$ cat config.mk
export PLATFORM = sky130hd
export DESIGN_NAME = gyro_bias_calibration_deadband_top
export DESIGN_NICKNAME = d
export VERILOG_FILES = /design/src/design/gbcd_pkg.sv /design/src/design/gbcd_iter_unit.sv /design/src/design/gyro_bias_calibration_deadband_top.sv
export VERILOG_INCLUDE_DIRS = /design/src /design/src/design
export SDC_FILE = /design/constraint.sdc
export NUM_CORES = 2
export LEC_CHECK = 0
export BUFFER_PORTS_ARGS = -buffer_cell sky130_fd_sc_hd__buf_2
export CAP_MARGIN = 15
export CELL_PAD_IN_SITES_DETAIL_PLACEMENT = 0
export CELL_PAD_IN_SITES_GLOBAL_PLACEMENT = 1
export CORE_MARGIN = 2
export CORE_UTILIZATION = 56
export DETAILED_ROUTE_END_ITERATION = 8
export PLACE_DENSITY = 0.92
export SLEW_MARGIN = 15
export SYNTH_ARGS = -nofsm -noshare
export SYNTH_HDL_FRONTEND = slang
export SYNTH_SLANG_ARGS = --single-unit
export TNS_END_PERCENT = 100
$ cat constraint.sdc
create_clock -name aclk -period 17.06 [get_ports aclk]
set_input_delay 3.412 -clock aclk [delete_from_list [all_inputs] [get_ports aclk]]
set_output_delay 3.412 -clock aclk [all_outputs]
set_load 0.005 [all_outputs]
$ cat src/design/gyro_bias_calibration_deadband_top_macros.svh
// ----------------------------------------------------------------------------
// gyro bias calibration assertion macros
// short forms for the concurrent checks of the top level, clocked on aclk
// ----------------------------------------------------------------------------
`ifndef GYRO_BIAS_CALIBRATION_DEADBAND_TOP_MACROS_SVH
`define GYRO_BIAS_CALIBRATION_DEADBAND_TOP_MACROS_SVH

// consequent must hold in the same cycle as the antecedent
`define GBCD_ASSERT_SAME(label, ante, cons, msg) \
    label: assert property (@(posedge aclk) disable iff (!aresetn) (ante) |-> (cons)) \
        else $error(msg);

// consequent must hold in the cycle after the antecedent
`define GBCD_ASSERT_NEXT(label, ante, cons, msg) \
    label: assert property (@(posedge aclk) disable iff (!aresetn) (ante) |=> (cons)) \
        else $error(msg);

`endif

$ cat src/design/gbcd_pkg.sv
// ----------------------------------------------------------------------------
// gbcd_pkg
// shared widths, codes, scale table and unit interface types
// ----------------------------------------------------------------------------
package gbcd_pkg;

    localparam int NUM_AXES  = 3;
    localparam int AX_W      = 2;
    localparam int RAW_W     = 16;
    localparam int SUM_W     = 25;
    localparam int MAG_W     = 24;
    localparam int SQ_W      = 39;
    localparam int CNT_W     = 8;
    localparam int RATE_W    = 29;
    localparam int SCALE_W   = 12;
    localparam int THR_W     = 24;
    localparam int VAR_W     = 32;
    localparam int DATA_W    = 48;
    localparam int ACC_W     = 50;
    localparam int STEP_W    = 6;
    localparam int CFG_W     = 8;
    localparam int CFG_ADDR_W = 2;
    localparam int S_TDATA_W = ((NUM_AXES * RAW_W + 7) / 8) * 8;
    localparam int M_TDATA_W = ((NUM_AXES * RATE_W + 7) / 8) * 8;

    localparam logic [CNT_W-1:0] CALIB_SAMPLES_RESET = 8'd50;

    // register indexes of the configuration port
    localparam logic [CFG_ADDR_W-1:0] REG_CALIB_SAMPLES = 2'd0;
    localparam logic [CFG_ADDR_W-1:0] REG_THRESHOLD     = 2'd1;
    localparam logic [CFG_ADDR_W-1:0] REG_GYRO_SCALE    = 2'd2;

    typedef enum logic [1:0] {
        ACT_CAL     = 2'd0,
        ACT_MEAS    = 2'd1,
        ACT_RESTART = 2'd2
    } action_t;

    typedef enum logic [1:0] {
        OP_MUL  = 2'd0,
        OP_DIV  = 2'd1,
        OP_SQRT = 2'd2
    } unit_op_t;

    typedef struct packed {
        logic              start;
        unit_op_t          op;
        logic [DATA_W-1:0] opa;
        logic [DATA_W-1:0] opb;
    } unit_cmd_t;

    typedef struct packed {
        logic              busy;
        logic              done;
        logic [ACC_W-1:0]  acc;
        logic [DATA_W-1:0] quo;
    } unit_stat_t;

    // degrees per second per count in q.16, rounded to nearest
    function automatic logic [SCALE_W-1:0] scale_q16(input logic [1:0] sel);
        logic [SCALE_W-1:0] k;
        case (sel)
            2'd0:    k = 12'd500;
            2'd1:    k = 12'd1001;
            2'd2:    k = 12'd1998;
            default: k = 12'd3996;
        endcase
        return k;
    endfunction

endpackage

$ cat src/design/gbcd_iter_unit.sv
// ----------------------------------------------------------------------------
// gbcd_iter_unit
// shared iterative unit: shift-add multiply, restoring divide, integer root
// ----------------------------------------------------------------------------
module gbcd_iter_unit (
    input  logic                   aclk,
    input  logic                   aresetn,
    input  gbcd_pkg::unit_cmd_t    cmd_i,
    output gbcd_pkg::unit_stat_t   stat_o
);

    gbcd_pkg::unit_op_t                  op_reg;
    logic [gbcd_pkg::ACC_W-1:0]          acc_reg;
    logic [gbcd_pkg::DATA_W-1:0]         quo_reg;
    logic [gbcd_pkg::DATA_W-1:0]         dvd_reg;
    logic [gbcd_pkg::DATA_W-1:0]         opb_reg;
    logic [gbcd_pkg::STEP_W-1:0]         cnt_reg;
    logic                                busy_reg;
    logic                                done_reg;

    logic [gbcd_pkg::ACC_W-1:0]          a_op;
    logic [gbcd_pkg::ACC_W-1:0]          b_op;
    logic                                sub;
    logic [gbcd_pkg::ACC_W:0]            sum;
    logic                                fits;
    logic [gbcd_pkg::ACC_W-1:0]          acc_next;
    logic [gbcd_pkg::DATA_W-1:0]         quo_next;
    logic [gbcd_pkg::DATA_W-1:0]         dvd_next;

    // one adder serves every operation
    always_comb begin
        a_op = acc_reg;
        b_op = '0;
        sub  = 1'b0;
        case (op_reg)
            gbcd_pkg::OP_MUL: begin
                a_op = {acc_reg[gbcd_pkg::ACC_W-2:0], 1'b0};
                b_op = dvd_reg[gbcd_pkg::DATA_W-1] ?
                       {{(gbcd_pkg::ACC_W-gbcd_pkg::DATA_W){1'b0}}, opb_reg} : '0;
            end
            gbcd_pkg::OP_DIV: begin
                a_op = {acc_reg[gbcd_pkg::ACC_W-2:0], dvd_reg[gbcd_pkg::DATA_W-1]};
                b_op = {{(gbcd_pkg::ACC_W-gbcd_pkg::DATA_W){1'b0}}, opb_reg};
                sub  = 1'b1;
            end
            gbcd_pkg::OP_SQRT: begin
                a_op = {acc_reg[gbcd_pkg::ACC_W-3:0],
                        dvd_reg[gbcd_pkg::DATA_W-1:gbcd_pkg::DATA_W-2]};
                b_op = {quo_reg, 2'b01};
                sub  = 1'b1;
            end
            default: begin
                a_op = acc_reg;
                b_op = '0;
                sub  = 1'b0;
            end
        endcase
        sum  = {1'b0, a_op} + {1'b0, (sub ? ~b_op : b_op)} + {{gbcd_pkg::ACC_W{1'b0}}, sub};
        // carry out of the subtract means a >= b
        fits = sum[gbcd_pkg::ACC_W];
        acc_next = (!sub || fits) ? sum[gbcd_pkg::ACC_W-1:0] : a_op;
        quo_next = sub ? {quo_reg[gbcd_pkg::DATA_W-2:0], fits} : quo_reg;
        dvd_next = (op_reg == gbcd_pkg::OP_SQRT) ?
                   {dvd_reg[gbcd_pkg::DATA_W-3:0], 2'b00} :
                   {dvd_reg[gbcd_pkg::DATA_W-2:0], 1'b0};
    end

    always_ff @(posedge aclk) begin
        if (!aresetn) begin
            busy_reg <= 1'b0;
            done_reg <= 1'b0;
            cnt_reg  <= '0;
            op_reg   <= gbcd_pkg::OP_MUL;
        end else begin
            done_reg <= 1'b0;
            if (cmd_i.start) begin
                busy_reg <= 1'b1;
                op_reg   <= cmd_i.op;
                case (cmd_i.op)
                    gbcd_pkg::OP_MUL:  cnt_reg <= gbcd_pkg::STEP_W'(gbcd_pkg::CNT_W);
                    gbcd_pkg::OP_DIV:  cnt_reg <= gbcd_pkg::STEP_W'(gbcd_pkg::DATA_W);
                    gbcd_pkg::OP_SQRT: cnt_reg <= gbcd_pkg::STEP_W'(gbcd_pkg::VAR_W / 2);
                    default:           cnt_reg <= gbcd_pkg::STEP_W'(1);
                endcase
            end else if (busy_reg) begin
                cnt_reg <= cnt_reg - 1'b1;
                if (cnt_reg == gbcd_pkg::STEP_W'(1)) begin
                    busy_reg <= 1'b0;
                    done_reg <= 1'b1;
                end
            end
        end
    end

    // operand and result registers
    always_ff @(posedge aclk) begin
        if (cmd_i.start) begin
            acc_reg <= '0;
            quo_reg <= '0;
            opb_reg <= cmd_i.opb;
            case (cmd_i.op)
                gbcd_pkg::OP_MUL:
                    dvd_reg <= {cmd_i.opa[gbcd_pkg::CNT_W-1:0],
                                {(gbcd_pkg::DATA_W-gbcd_pkg::CNT_W){1'b0}}};
                gbcd_pkg::OP_SQRT:
                    dvd_reg <= {cmd_i.opa[gbcd_pkg::VAR_W-1:0],
                                {(gbcd_pkg::DATA_W-gbcd_pkg::VAR_W){1'b0}}};
                default:
                    dvd_reg <= cmd_i.opa;
            endcase
        end else if (busy_reg) begin
            acc_reg <= acc_next;
            quo_reg <= quo_next;
            dvd_reg <= dvd_next;
        end
    end

    assign stat_o.busy = busy_reg;
    assign stat_o.done = done_reg;
    assign stat_o.acc  = acc_reg;
    assign stat_o.quo  = quo_reg;

endmodule

$ cat src/design/gyro_bias_calibration_deadband_top.sv
// ----------------------------------------------------------------------------
// gyro_bias_calibration_deadband_top
// three-axis gyro bias and noise calibration with dead-band and q.16 scaling
// ----------------------------------------------------------------------------
// measurement request: S_MA, S_MB per axis; result loaded in S_OUT before a new accept
// calibration request not ending a run: one axis accumulated per cycle in S_CAL
// run end: worked by the shared unit (48-step divides, 8-step multiply
//   and 16-step root, twice a divide per axis) over the three axes in turn
// aresetn synchronous active low: sums, bias, noise, flag cleared, calib_samples 50
// ----------------------------------------------------------------------------
`include "gyro_bias_calibration_deadband_top_macros.svh"

module gyro_bias_calibration_deadband_top (
    input  logic                                 aclk,
    input  logic                                 aresetn,
    // configuration write port
    input  logic                                 cfg_wr_en,
    input  logic [gbcd_pkg::CFG_ADDR_W-1:0]      cfg_addr,
    input  logic [gbcd_pkg::CFG_W-1:0]           cfg_wr_data,
    // sample requests
    input  logic                                 s_tvalid,
    output logic                                 s_tready,
    input  logic [gbcd_pkg::S_TDATA_W-1:0]       s_tdata,   // raw_x, raw_y, raw_z
    input  logic [1:0]                           s_tuser,   // action
    // results
    output logic                                 m_tvalid,
    input  logic                                 m_tready,
    output logic [gbcd_pkg::M_TDATA_W-1:0]       m_tdata,   // rate_x, rate_y, rate_z, pad
    output logic [1:0]                           m_tuser    // calib_done, is_calibrated
);

    typedef enum logic [10:0] {
        S_IDLE  = 11'b00000000001,
        S_CAL   = 11'b00000000010,
        S_FMAG  = 11'b00000000100,
        S_FSQ   = 11'b00000001000,
        S_FBIAS = 11'b00000010000,
        S_FMUL  = 11'b00000100000,
        S_FVAR  = 11'b00001000000,
        S_FSQRT = 11'b00010000000,
        S_MA    = 11'b00100000000,
        S_MB    = 11'b01000000000,
        S_OUT   = 11'b10000000000
    } state_t;

    localparam logic [gbcd_pkg::AX_W-1:0] AX_LAST = gbcd_pkg::AX_W'(gbcd_pkg::NUM_AXES - 1);

    state_t                               state_reg;
    state_t                               state_next;
    logic [gbcd_pkg::AX_W-1:0]            ax_reg;

    // configuration
    logic [gbcd_pkg::CNT_W-1:0]           calib_samples_reg;
    logic [gbcd_pkg::CNT_W-1:0]           thr_mult_reg;
    logic [1:0]                           gyro_scale_reg;

    // calibration state
    logic signed [gbcd_pkg::SUM_W-1:0]    sum_reg   [gbcd_pkg::NUM_AXES];
    logic [gbcd_pkg::SQ_W-1:0]            sq_reg    [gbcd_pkg::NUM_AXES];
    logic signed [gbcd_pkg::RAW_W-1:0]    bias_reg  [gbcd_pkg::NUM_AXES];
    logic [gbcd_pkg::RAW_W-1:0]           noise_reg [gbcd_pkg::NUM_AXES];
    logic [gbcd_pkg::CNT_W-1:0]           count_reg;
    logic                                 calibrated_reg;

    // request capture and working registers
    gbcd_pkg::action_t                    action_in;
    logic signed [gbcd_pkg::RAW_W-1:0]    raw_reg   [gbcd_pkg::NUM_AXES];
    logic [gbcd_pkg::MAG_W-1:0]           mag_reg;
    logic                                 neg_reg;
    logic [gbcd_pkg::DATA_W-1:0]          ssq_reg;
    logic signed [gbcd_pkg::RAW_W:0]      d_reg;
    logic [gbcd_pkg::THR_W-1:0]           thr_reg;
    logic [gbcd_pkg::RATE_W-1:0]          rate_reg  [gbcd_pkg::NUM_AXES];
    logic                                 res_done_reg;

    // output register
    logic                                 m_tvalid_reg;
    logic [gbcd_pkg::M_TDATA_W-1:0]       m_tdata_reg;
    logic [1:0]                           m_tuser_reg;

    gbcd_pkg::unit_cmd_t                  unit_cmd;
    gbcd_pkg::unit_stat_t                 unit_stat;

    logic                                 s_accept;
    logic                                 out_free;
    logic                                 ax_last;
    logic [gbcd_pkg::CNT_W-1:0]           target;
    logic [gbcd_pkg::CNT_W:0]             count_inc;
    logic                                 run_end;

    logic signed [gbcd_pkg::RAW_W-1:0]    raw_sel;
    logic signed [gbcd_pkg::SUM_W-1:0]    sum_sel;
    logic [gbcd_pkg::SUM_W-1:0]           sum_abs;
    logic [gbcd_pkg::VAR_W-1:0]           raw_sq;
    logic [gbcd_pkg::MAG_W:0]             round_sum;
    logic [2*gbcd_pkg::CNT_W-1:0]         n_sq;
    logic [gbcd_pkg::DATA_W-1:0]          nsq;
    logic [gbcd_pkg::DATA_W-1:0]          var_num;
    logic [gbcd_pkg::RAW_W-1:0]           q_bias;
    logic signed [gbcd_pkg::RAW_W:0]      d_calc;
    logic signed [gbcd_pkg::SUM_W-1:0]    d_ext;
    logic signed [gbcd_pkg::SUM_W-1:0]    thr_pos;
    logic signed [gbcd_pkg::SUM_W-1:0]    thr_neg;
    logic                                 dead;
    logic signed [gbcd_pkg::RAW_W:0]      d_kept;
    logic signed [gbcd_pkg::SCALE_W:0]    k_s;
    logic signed [gbcd_pkg::RATE_W:0]     rate_prod;

    // shared multiply / divide / root unit
    gbcd_iter_unit u_iter (
        .aclk    (aclk),
        .aresetn (aresetn),
        .cmd_i   (unit_cmd),
        .stat_o  (unit_stat)
    );

    // one request at a time; the output register lets the next request in
    assign s_tready  = (state_reg == S_IDLE);
    assign s_accept  = s_tvalid && s_tready;
    assign out_free  = !m_tvalid_reg || m_tready;
    assign ax_last   = (ax_reg == AX_LAST);
    assign action_in = gbcd_pkg::action_t'(s_tuser);

    // a sample count of zero behaves as one
    assign target    = (calib_samples_reg == '0) ? gbcd_pkg::CNT_W'(1) : calib_samples_reg;
    assign count_inc = {1'b0, count_reg} + 1'b1;
    assign run_end   = (count_inc >= {1'b0, target});

    // per-axis selection, one axis at a time by ax_reg
    assign raw_sel   = raw_reg[ax_reg];
    assign sum_sel   = sum_reg[ax_reg];
    assign sum_abs   = sum_sel[gbcd_pkg::SUM_W-1] ? (~sum_sel + 1'b1) : sum_sel;
    assign raw_sq    = gbcd_pkg::VAR_W'(raw_sel * raw_sel);

    // bias: (|sum| + n/2) / n, sign applied afterwards
    assign round_sum = {1'b0, mag_reg} +
                       {{(gbcd_pkg::MAG_W+1-gbcd_pkg::CNT_W){1'b0}}, (count_reg >> 1)};
    assign q_bias    = unit_stat.quo[gbcd_pkg::RAW_W-1:0];

    // variance numerator n*sumsq - sum^2, clamped at zero, over n^2
    assign n_sq      = count_reg * count_reg;
    assign nsq       = unit_stat.acc[gbcd_pkg::DATA_W-1:0];
    assign var_num   = (nsq >= ssq_reg) ? (nsq - ssq_reg) : '0;

    // measurement: bias removed once calibrated, then dead-band test in counts (off for a zero multiplier)
    assign d_calc    = {raw_sel[gbcd_pkg::RAW_W-1], raw_sel} -
                       (calibrated_reg ? {bias_reg[ax_reg][gbcd_pkg::RAW_W-1], bias_reg[ax_reg]}
                                       : '0);
    assign d_ext     = {{(gbcd_pkg::SUM_W-gbcd_pkg::RAW_W-1){d_reg[gbcd_pkg::RAW_W]}}, d_reg};
    assign thr_pos   = {1'b0, thr_reg};
    assign thr_neg   = -thr_pos;
    assign dead      = (thr_mult_reg != '0) && (d_ext > thr_neg) && (d_ext < thr_pos);
    assign d_kept    = dead ? '0 : d_reg;
    assign k_s       = {1'b0, gbcd_pkg::scale_q16(gyro_scale_reg)};
    assign rate_prod = d_kept * k_s;

    // sequencer and unit requests
    always_comb begin
        state_next = state_reg;
        unit_cmd   = '0;
        case (state_reg)
            S_IDLE: begin
                if (s_tvalid) begin
                    case (action_in)
                        gbcd_pkg::ACT_CAL:  state_next = S_CAL;
                        gbcd_pkg::ACT_MEAS: state_next = S_MA;
                        default:            state_next = S_IDLE;
                    endcase
                end
            end
            S_CAL: begin
                if (ax_last) begin
                    state_next = run_end ? S_FMAG : S_IDLE;
                end
            end
            S_FMAG: begin
                state_next = S_FSQ;
            end
            S_FSQ: begin
                unit_cmd.start = 1'b1;
                unit_cmd.op    = gbcd_pkg::OP_DIV;
                unit_cmd.opa   = {{(gbcd_pkg::DATA_W-gbcd_pkg::MAG_W-1){1'b0}}, round_sum};
                unit_cmd.opb   = {{(gbcd_pkg::DATA_W-gbcd_pkg::CNT_W){1'b0}}, count_reg};
                state_next     = S_FBIAS;
            end
            S_FBIAS: begin
                if (unit_stat.done) begin
                    unit_cmd.start = 1'b1;
                    unit_cmd.op    = gbcd_pkg::OP_MUL;
                    unit_cmd.opa   = {{(gbcd_pkg::DATA_W-gbcd_pkg::CNT_W){1'b0}}, count_reg};
                    unit_cmd.opb   = {{(gbcd_pkg::DATA_W-gbcd_pkg::SQ_W){1'b0}}, sq_reg[ax_reg]};
                    state_next     = S_FMUL;
                end
            end
            S_FMUL: begin
                if (unit_stat.done) begin
                    unit_cmd.start = 1'b1;
                    unit_cmd.op    = gbcd_pkg::OP_DIV;
                    unit_cmd.opa   = var_num;
                    unit_cmd.opb   = {{(gbcd_pkg::DATA_W-2*gbcd_pkg::CNT_W){1'b0}}, n_sq};
                    state_next     = S_FVAR;
                end
            end
            S_FVAR: begin
                if (unit_stat.done) begin
                    unit_cmd.start = 1'b1;
                    unit_cmd.op    = gbcd_pkg::OP_SQRT;
                    unit_cmd.opa   = unit_stat.quo;
                    state_next     = S_FSQRT;
                end
            end
            S_FSQRT: begin
                if (unit_stat.done) begin
                    state_next = ax_last ? S_OUT : S_FMAG;
                end
            end
            S_MA: begin
                state_next = S_MB;
            end
            S_MB: begin
                state_next = ax_last ? S_OUT : S_MA;
            end
            S_OUT: begin
                if (out_free) begin
                    state_next = S_IDLE;
                end
            end
            default: begin
                state_next = S_IDLE;
            end
        endcase
    end

    // control and calibration state
    always_ff @(posedge aclk) begin
        if (!aresetn) begin
            state_reg         <= S_IDLE;
            ax_reg            <= '0;
            calib_samples_reg <= gbcd_pkg::CALIB_SAMPLES_RESET;
            thr_mult_reg      <= '0;
            gyro_scale_reg    <= '0;
            count_reg         <= '0;
            calibrated_reg    <= 1'b0;
            m_tvalid_reg      <= 1'b0;
            for (int i = 0; i < gbcd_pkg::NUM_AXES; i++) begin
                sum_reg[i]   <= '0;
                sq_reg[i]    <= '0;
                bias_reg[i]  <= '0;
                noise_reg[i] <= '0;
            end
        end else begin
            state_reg <= state_next;

            if (cfg_wr_en) begin
                case (cfg_addr)
                    gbcd_pkg::REG_CALIB_SAMPLES: calib_samples_reg <= cfg_wr_data;
                    gbcd_pkg::REG_THRESHOLD:     thr_mult_reg      <= cfg_wr_data;
                    gbcd_pkg::REG_GYRO_SCALE:    gyro_scale_reg    <= cfg_wr_data[1:0];
                    default: ;
                endcase
            end

            case (state_reg)
                S_IDLE: begin
                    ax_reg <= '0;
                    // restart drops the running sums but keeps bias and noise
                    if (s_accept && (action_in == gbcd_pkg::ACT_RESTART)) begin
                        count_reg <= '0;
                        for (int i = 0; i < gbcd_pkg::NUM_AXES; i++) begin
                            sum_reg[i] <= '0;
                            sq_reg[i]  <= '0;
                        end
                    end
                end
                S_CAL: begin
                    sum_reg[ax_reg] <= sum_reg[ax_reg] +
                        {{(gbcd_pkg::SUM_W-gbcd_pkg::RAW_W){raw_sel[gbcd_pkg::RAW_W-1]}}, raw_sel};
                    sq_reg[ax_reg]  <= sq_reg[ax_reg] +
                        {{(gbcd_pkg::SQ_W-gbcd_pkg::VAR_W){1'b0}}, raw_sq};
                    if (ax_last) begin
                        count_reg <= count_inc[gbcd_pkg::CNT_W-1:0];
                        ax_reg    <= '0;
                    end else begin
                        ax_reg <= ax_reg + 1'b1;
                    end
                end
                S_FBIAS: begin
                    if (unit_stat.done) begin
                        bias_reg[ax_reg] <= neg_reg ? (~q_bias + 1'b1) : q_bias;
                    end
                end
                S_FSQRT: begin
                    if (unit_stat.done) begin
                        noise_reg[ax_reg] <= unit_stat.quo[gbcd_pkg::RAW_W-1:0];
                        if (ax_last) begin
                            // run complete: flag set, sums cleared for the next run
                            calibrated_reg <= 1'b1;
                            count_reg      <= '0;
                            for (int i = 0; i < gbcd_pkg::NUM_AXES; i++) begin
                                sum_reg[i] <= '0;
                                sq_reg[i]  <= '0;
                            end
                        end else begin
                            ax_reg <= ax_reg + 1'b1;
                        end
                    end
                end
                S_MB: begin
                    ax_reg <= ax_reg + 1'b1;
                end
                default: ;
            endcase

            if ((state_reg == S_OUT) && out_free) begin
                m_tvalid_reg <= 1'b1;
            end else if (m_tready) begin
                m_tvalid_reg <= 1'b0;
            end
        end
    end

    // payload registers
    always_ff @(posedge aclk) begin
        if (s_accept) begin
            raw_reg[0] <= s_tdata[gbcd_pkg::RAW_W-1:0];
            raw_reg[1] <= s_tdata[2*gbcd_pkg::RAW_W-1:gbcd_pkg::RAW_W];
            raw_reg[2] <= s_tdata[3*gbcd_pkg::RAW_W-1:2*gbcd_pkg::RAW_W];
        end
        case (state_reg)
            S_FMAG: begin
                mag_reg <= sum_abs[gbcd_pkg::MAG_W-1:0];
                neg_reg <= sum_sel[gbcd_pkg::SUM_W-1];
            end
            S_FSQ: begin
                ssq_reg <= gbcd_pkg::DATA_W'(mag_reg * mag_reg);
            end
            S_FSQRT: begin
                // run-end result carries zero rates
                if (unit_stat.done && ax_last) begin
                    res_done_reg <= 1'b1;
                    for (int i = 0; i < gbcd_pkg::NUM_AXES; i++) begin
                        rate_reg[i] <= '0;
                    end
                end
            end
            S_MA: begin
                d_reg   <= d_calc;
                thr_reg <= gbcd_pkg::THR_W'(noise_reg[ax_reg] * thr_mult_reg);
            end
            S_MB: begin
                rate_reg[ax_reg] <= rate_prod[gbcd_pkg::RATE_W-1:0];
                res_done_reg     <= 1'b0;
            end
            default: ;
        endcase
        if ((state_reg == S_OUT) && out_free) begin
            m_tdata_reg <= {{(gbcd_pkg::M_TDATA_W-gbcd_pkg::NUM_AXES*gbcd_pkg::RATE_W){1'b0}},
                            rate_reg[2], rate_reg[1], rate_reg[0]};
            m_tuser_reg <= {calibrated_reg, res_done_reg};
        end
    end

    assign m_tvalid = m_tvalid_reg;
    assign m_tdata  = m_tdata_reg;
    assign m_tuser  = m_tuser_reg;

    // the sequencer never restarts the unit mid-operation
    `GBCD_ASSERT_SAME(a_start_free, unit_cmd.start, !unit_stat.busy, "unit request while busy")
    // no sample is taken while the unit is still iterating
    `GBCD_ASSERT_SAME(a_ready_quiet, s_tready, !unit_stat.busy, "ready with unit busy")
    // a run-end result carries zero rates and the calibrated flag
    `GBCD_ASSERT_SAME(a_done_zero, m_tvalid && m_tuser[0], (m_tdata == '0) && m_tuser[1],
        "run-end result not clean")
    // finishing the last axis clears the count and sets the flag
    `GBCD_ASSERT_NEXT(a_run_clears, (state_reg == S_FSQRT) && unit_stat.done && ax_last,
        (count_reg == '0) && calibrated_reg, "run end did not clear state")

endmodule
==> impl_metrics.env <==
export IMPL_ys_ff_latch=960
export IMPL_grt_pass1_vias=65200
export IMPL_fmax_mhz=91.7
export IMPL_critPathKind="reg2reg"
export IMPL_synthesis_nets=10400
export IMPL_fillers=12700
export IMPL_min_path_type="reg2reg"
export IMPL_routed_top_layer="met5"
export IMPL_synth_ff_type="edfxtp_1"
export IMPL_cp_data_arrival_time_ns=11.35
export IMPL_grt_total_usage_pct=29.4
export IMPL_gp_congestion=0.967
export IMPL_globalRouteOverflowTotal=0
export IMPL_yosysWarnings=0
export IMPL_timing_slew_headroom_pct=23.1
export IMPL_port_buffers=155
export IMPL_drc_errors=0
export IMPL_holdPathEnd="m_tdata[24]$_DFFE_PP_"
export IMPL_met3_length_um=20900
export IMPL_cts_resized=0
export IMPL_netlist_area_um2=88100
export IMPL_dp_cells=10600
export IMPL_die_h_um=401
export IMPL_cp_max_fo=40
export IMPL_crit_path_start_kind="register"
export IMPL_dr_wl_met2_um=107000
export IMPL_fin_crit_ns=10.91
export IMPL_grt_antenna_before_repair=8
export IMPL_skew_ns=0.0566
export IMPL_clockRootBuffer="clkbuf_16"
export IMPL_wl_per_cell_um=21.6
export IMPL_core_um2=156000
export IMPL_reg2reg_depth=35
export IMPL_vias=63400
export IMPL_crit_path_max_incr_delay_ns=0.65
export IMPL_largest_register_ffs=156
export IMPL_slowest_stage="buf_4"
export IMPL_end_kind="register"
export IMPL_tritoncts="yes"
export IMPL_cap_violations=0
export IMPL_drtAntennaViolNets=0
export IMPL_r2r_end="sq_reg[3][36]$_DFFE_PP_"
export IMPL_drt_pass1_iter_count=6
export IMPL_avgSynthCellArea_um2=10.2
export IMPL_yosys_area_top_type_share_pct=27.6
export IMPL_drt_iter0_markers=6097
export IMPL_min_delay_start="rate_reg[0][24]$_SDFFCE_PN0P_"
export IMPL_clk_transition_reported_paths_ns=0.07
export IMPL_hold_violations=0
export IMPL_yosys_cell_types_count=82
export IMPL_synth_area_leaders="edfxtp_1 (28%), fa_1 (22%), ha_1 (9.2%), inv_1 (6.2%), dfxtp_1 (3.4%)"
export IMPL_cts_setup_buffers=0
export IMPL_clk_latency_ns=0.75
export IMPL_clock_sinks=960
export IMPL_synthCells=8683
export IMPL_finalSetupViolations=0
export IMPL_area_delta_synth_final_pct=7.09
export IMPL_synth_area_leader_cell="edfxtp_1"
export IMPL_synthArstFlopShare_pct=0
export IMPL_wirelength_um=234000
export IMPL_ios=157
export IMPL_tightest_slew_ns=1.15
export IMPL_grt_pass1_wl_um=369000
export IMPL_drive_above_1_share_pct=6.89
export IMPL_viasPerCell=5.86
export IMPL_fin_crit_sh_pct=63.9
export IMPL_fin_setup_tns_ns=0
export IMPL_start_util_pct=56.4
export IMPL_whs_path_depth=0
export IMPL_synth_edff_count=809
export IMPL_grt_max_degree=125
export IMPL_clock_path_buffers=3
export IMPL_slew_violations=0
export IMPL_htreeDepth=3
export IMPL_drt_met1_wl_um=97500
export IMPL_ctsHoldBuffers=0
export IMPL_die_width_um=401
export IMPL_status="finished clean"
export IMPL_rsz0062_at_grt="no"
export IMPL_place_hpwl_um=178000
export IMPL_die_area_um2=161000
export IMPL_rrSetupSlack_ns=6.15
export IMPL_seq_area_frac_synth_pct=31.0
export IMPL_cts_buffers=101
export IMPL_num_rows=145
export IMPL_stdcell_count=10800
export IMPL_critPathRequiredTime_ns=17.50
export IMPL_layout_nets=10300
==> logic make-up (layout without fill, tap and decap cells) <==
family	Yosys count	count (layout)	synth area share (%)
other	1	4	0.00425
AND/OR/NAND/NOR	2337	2337	12.7
AO/OA/AOI/OAI	1319	1319	9.56
buffers and inverters	1825	1899	7.81
flip-flops	960	960	31.0
multiplexers	208	208	3.72
adder cells (fa/ha/maj)	1606	1606	30.9
XOR/XNOR	427	427	4.24
==> how the worst max path moves through the flow <==
| stage | to | slack (ns) | cells past startpoint |
|---|---|---|---|
| 2_1_floorplan | sq_reg[2][30]$_SDFFCE_PN0P_ | 6.61 | 41 |
| 3_3_place_gp | sq_reg[0][34]$_SDFFCE_PN0P_ | 6.38 | 35 |
| 3_5_place_dp | sq_reg[1][36]$_SDFFCE_PN0P_ | 6.19 | 35 |
| 4_1_cts | sq_reg[1][36]$_SDFFCE_PN0P_ | 6.12 | 35 |
| 5_1_grt | sq_reg[2][36]$_SDFFCE_PN0P_ | 5.53 | 36 |
| 6_report | sq_reg[3][36]$_DFFE_PP_ | 6.15 | 35 |
==> critical path: cells and delay by family (launching register included) <==
| family | cells | cell delay [ns] |
|---|---|---|
| buffers and inverters | 8 | 1.56 |
| XOR/XNOR | 2 | 0.39 |
| AND/OR/NAND/NOR | 3 | 0.67 |
| flip-flops | 1 | 0.55 |
| multiplexers | 1 | 0.26 |
| AO/OA/AOI/OAI | 13 | 3.33 |
| adder cells (fa/ha/maj) | 8 | 3.73 |
==> area by class of cell <==
type                            instances  area (um^2)  area share (%)
Antenna cell                            3         7.51         0.00795
Clock buffer                          119         2610            2.76
Clock inverter                         70          848           0.899
Inverter                             1462         5490            5.82
Multi-Input combinational cell       5898        54100            57.3
Sequential cell                       960        27300            29.0
Tap cell                             2058         2570            2.73
Timing Repair Buffer                  248         1470            1.56
==> synthesized netlist by cell type (all sizes together) (19+ instances only) <==
cell    instances
inv          1448
fa            955
edfxtp        809
nand2         706
ha            651
nor2          635
a21oi         373
clkbuf        315
o21ai         302
xnor2         278
and2          275
and3          168
dfxtp         151
xor2          149
a21o          134
mux2i         101
a22oi         100
nor3           98
mux4           94
nor2b          89
nand3          84
o21a           57
nand2b         49
buf            48
nand3b         47
nand4          42
a31oi          40
o21bai         39
a211oi         34
nor4           29
or3            29
a21boi         26
nor3b          25
or2            25
o211ai         24
o31ai          24
o22ai          19
==> metal layers <==
metal  global-route usage (%)  vias to the layer above
li1                         -                    28800
met1                     40.5                    31500
met2                     46.8                     2626
met3                     5.72                      433
met4                     9.76                        6
met5                        0                        -
==> placed cells by master, fill, tap and decap left out, types with 134 or more instances in the layout <==
cell type,count
dfxtp_1,148
a21oi_1,372
nand2_1,700
a21o_1,134
edfxtp_1,809
inv_1,1445
and3_1,166
nor2_1,631
xor2_1,149
and2_1,271
ha_1,648
buf_2,155
fa_1,955
xnor2_1,278
o21ai_0,299
==> through the flow <==
stage	area [um^2]	hold WS, ns	setup WS (ns)	utilization, %
final	94400	0.416	6.15	60.4
after global routing	94400	0.424	5.53	60.4
after CTS	94400	0.416	6.12	60.4
after detailed placement	90900	0.405	6.19	58.2
after global placement	90900	0.401	6.38	58.2
after floorplan	88100	0.400	6.61	-
Power is not shown: default switching activity piles up to over one toggle a cycle in this logic, so the estimate is an artifact.
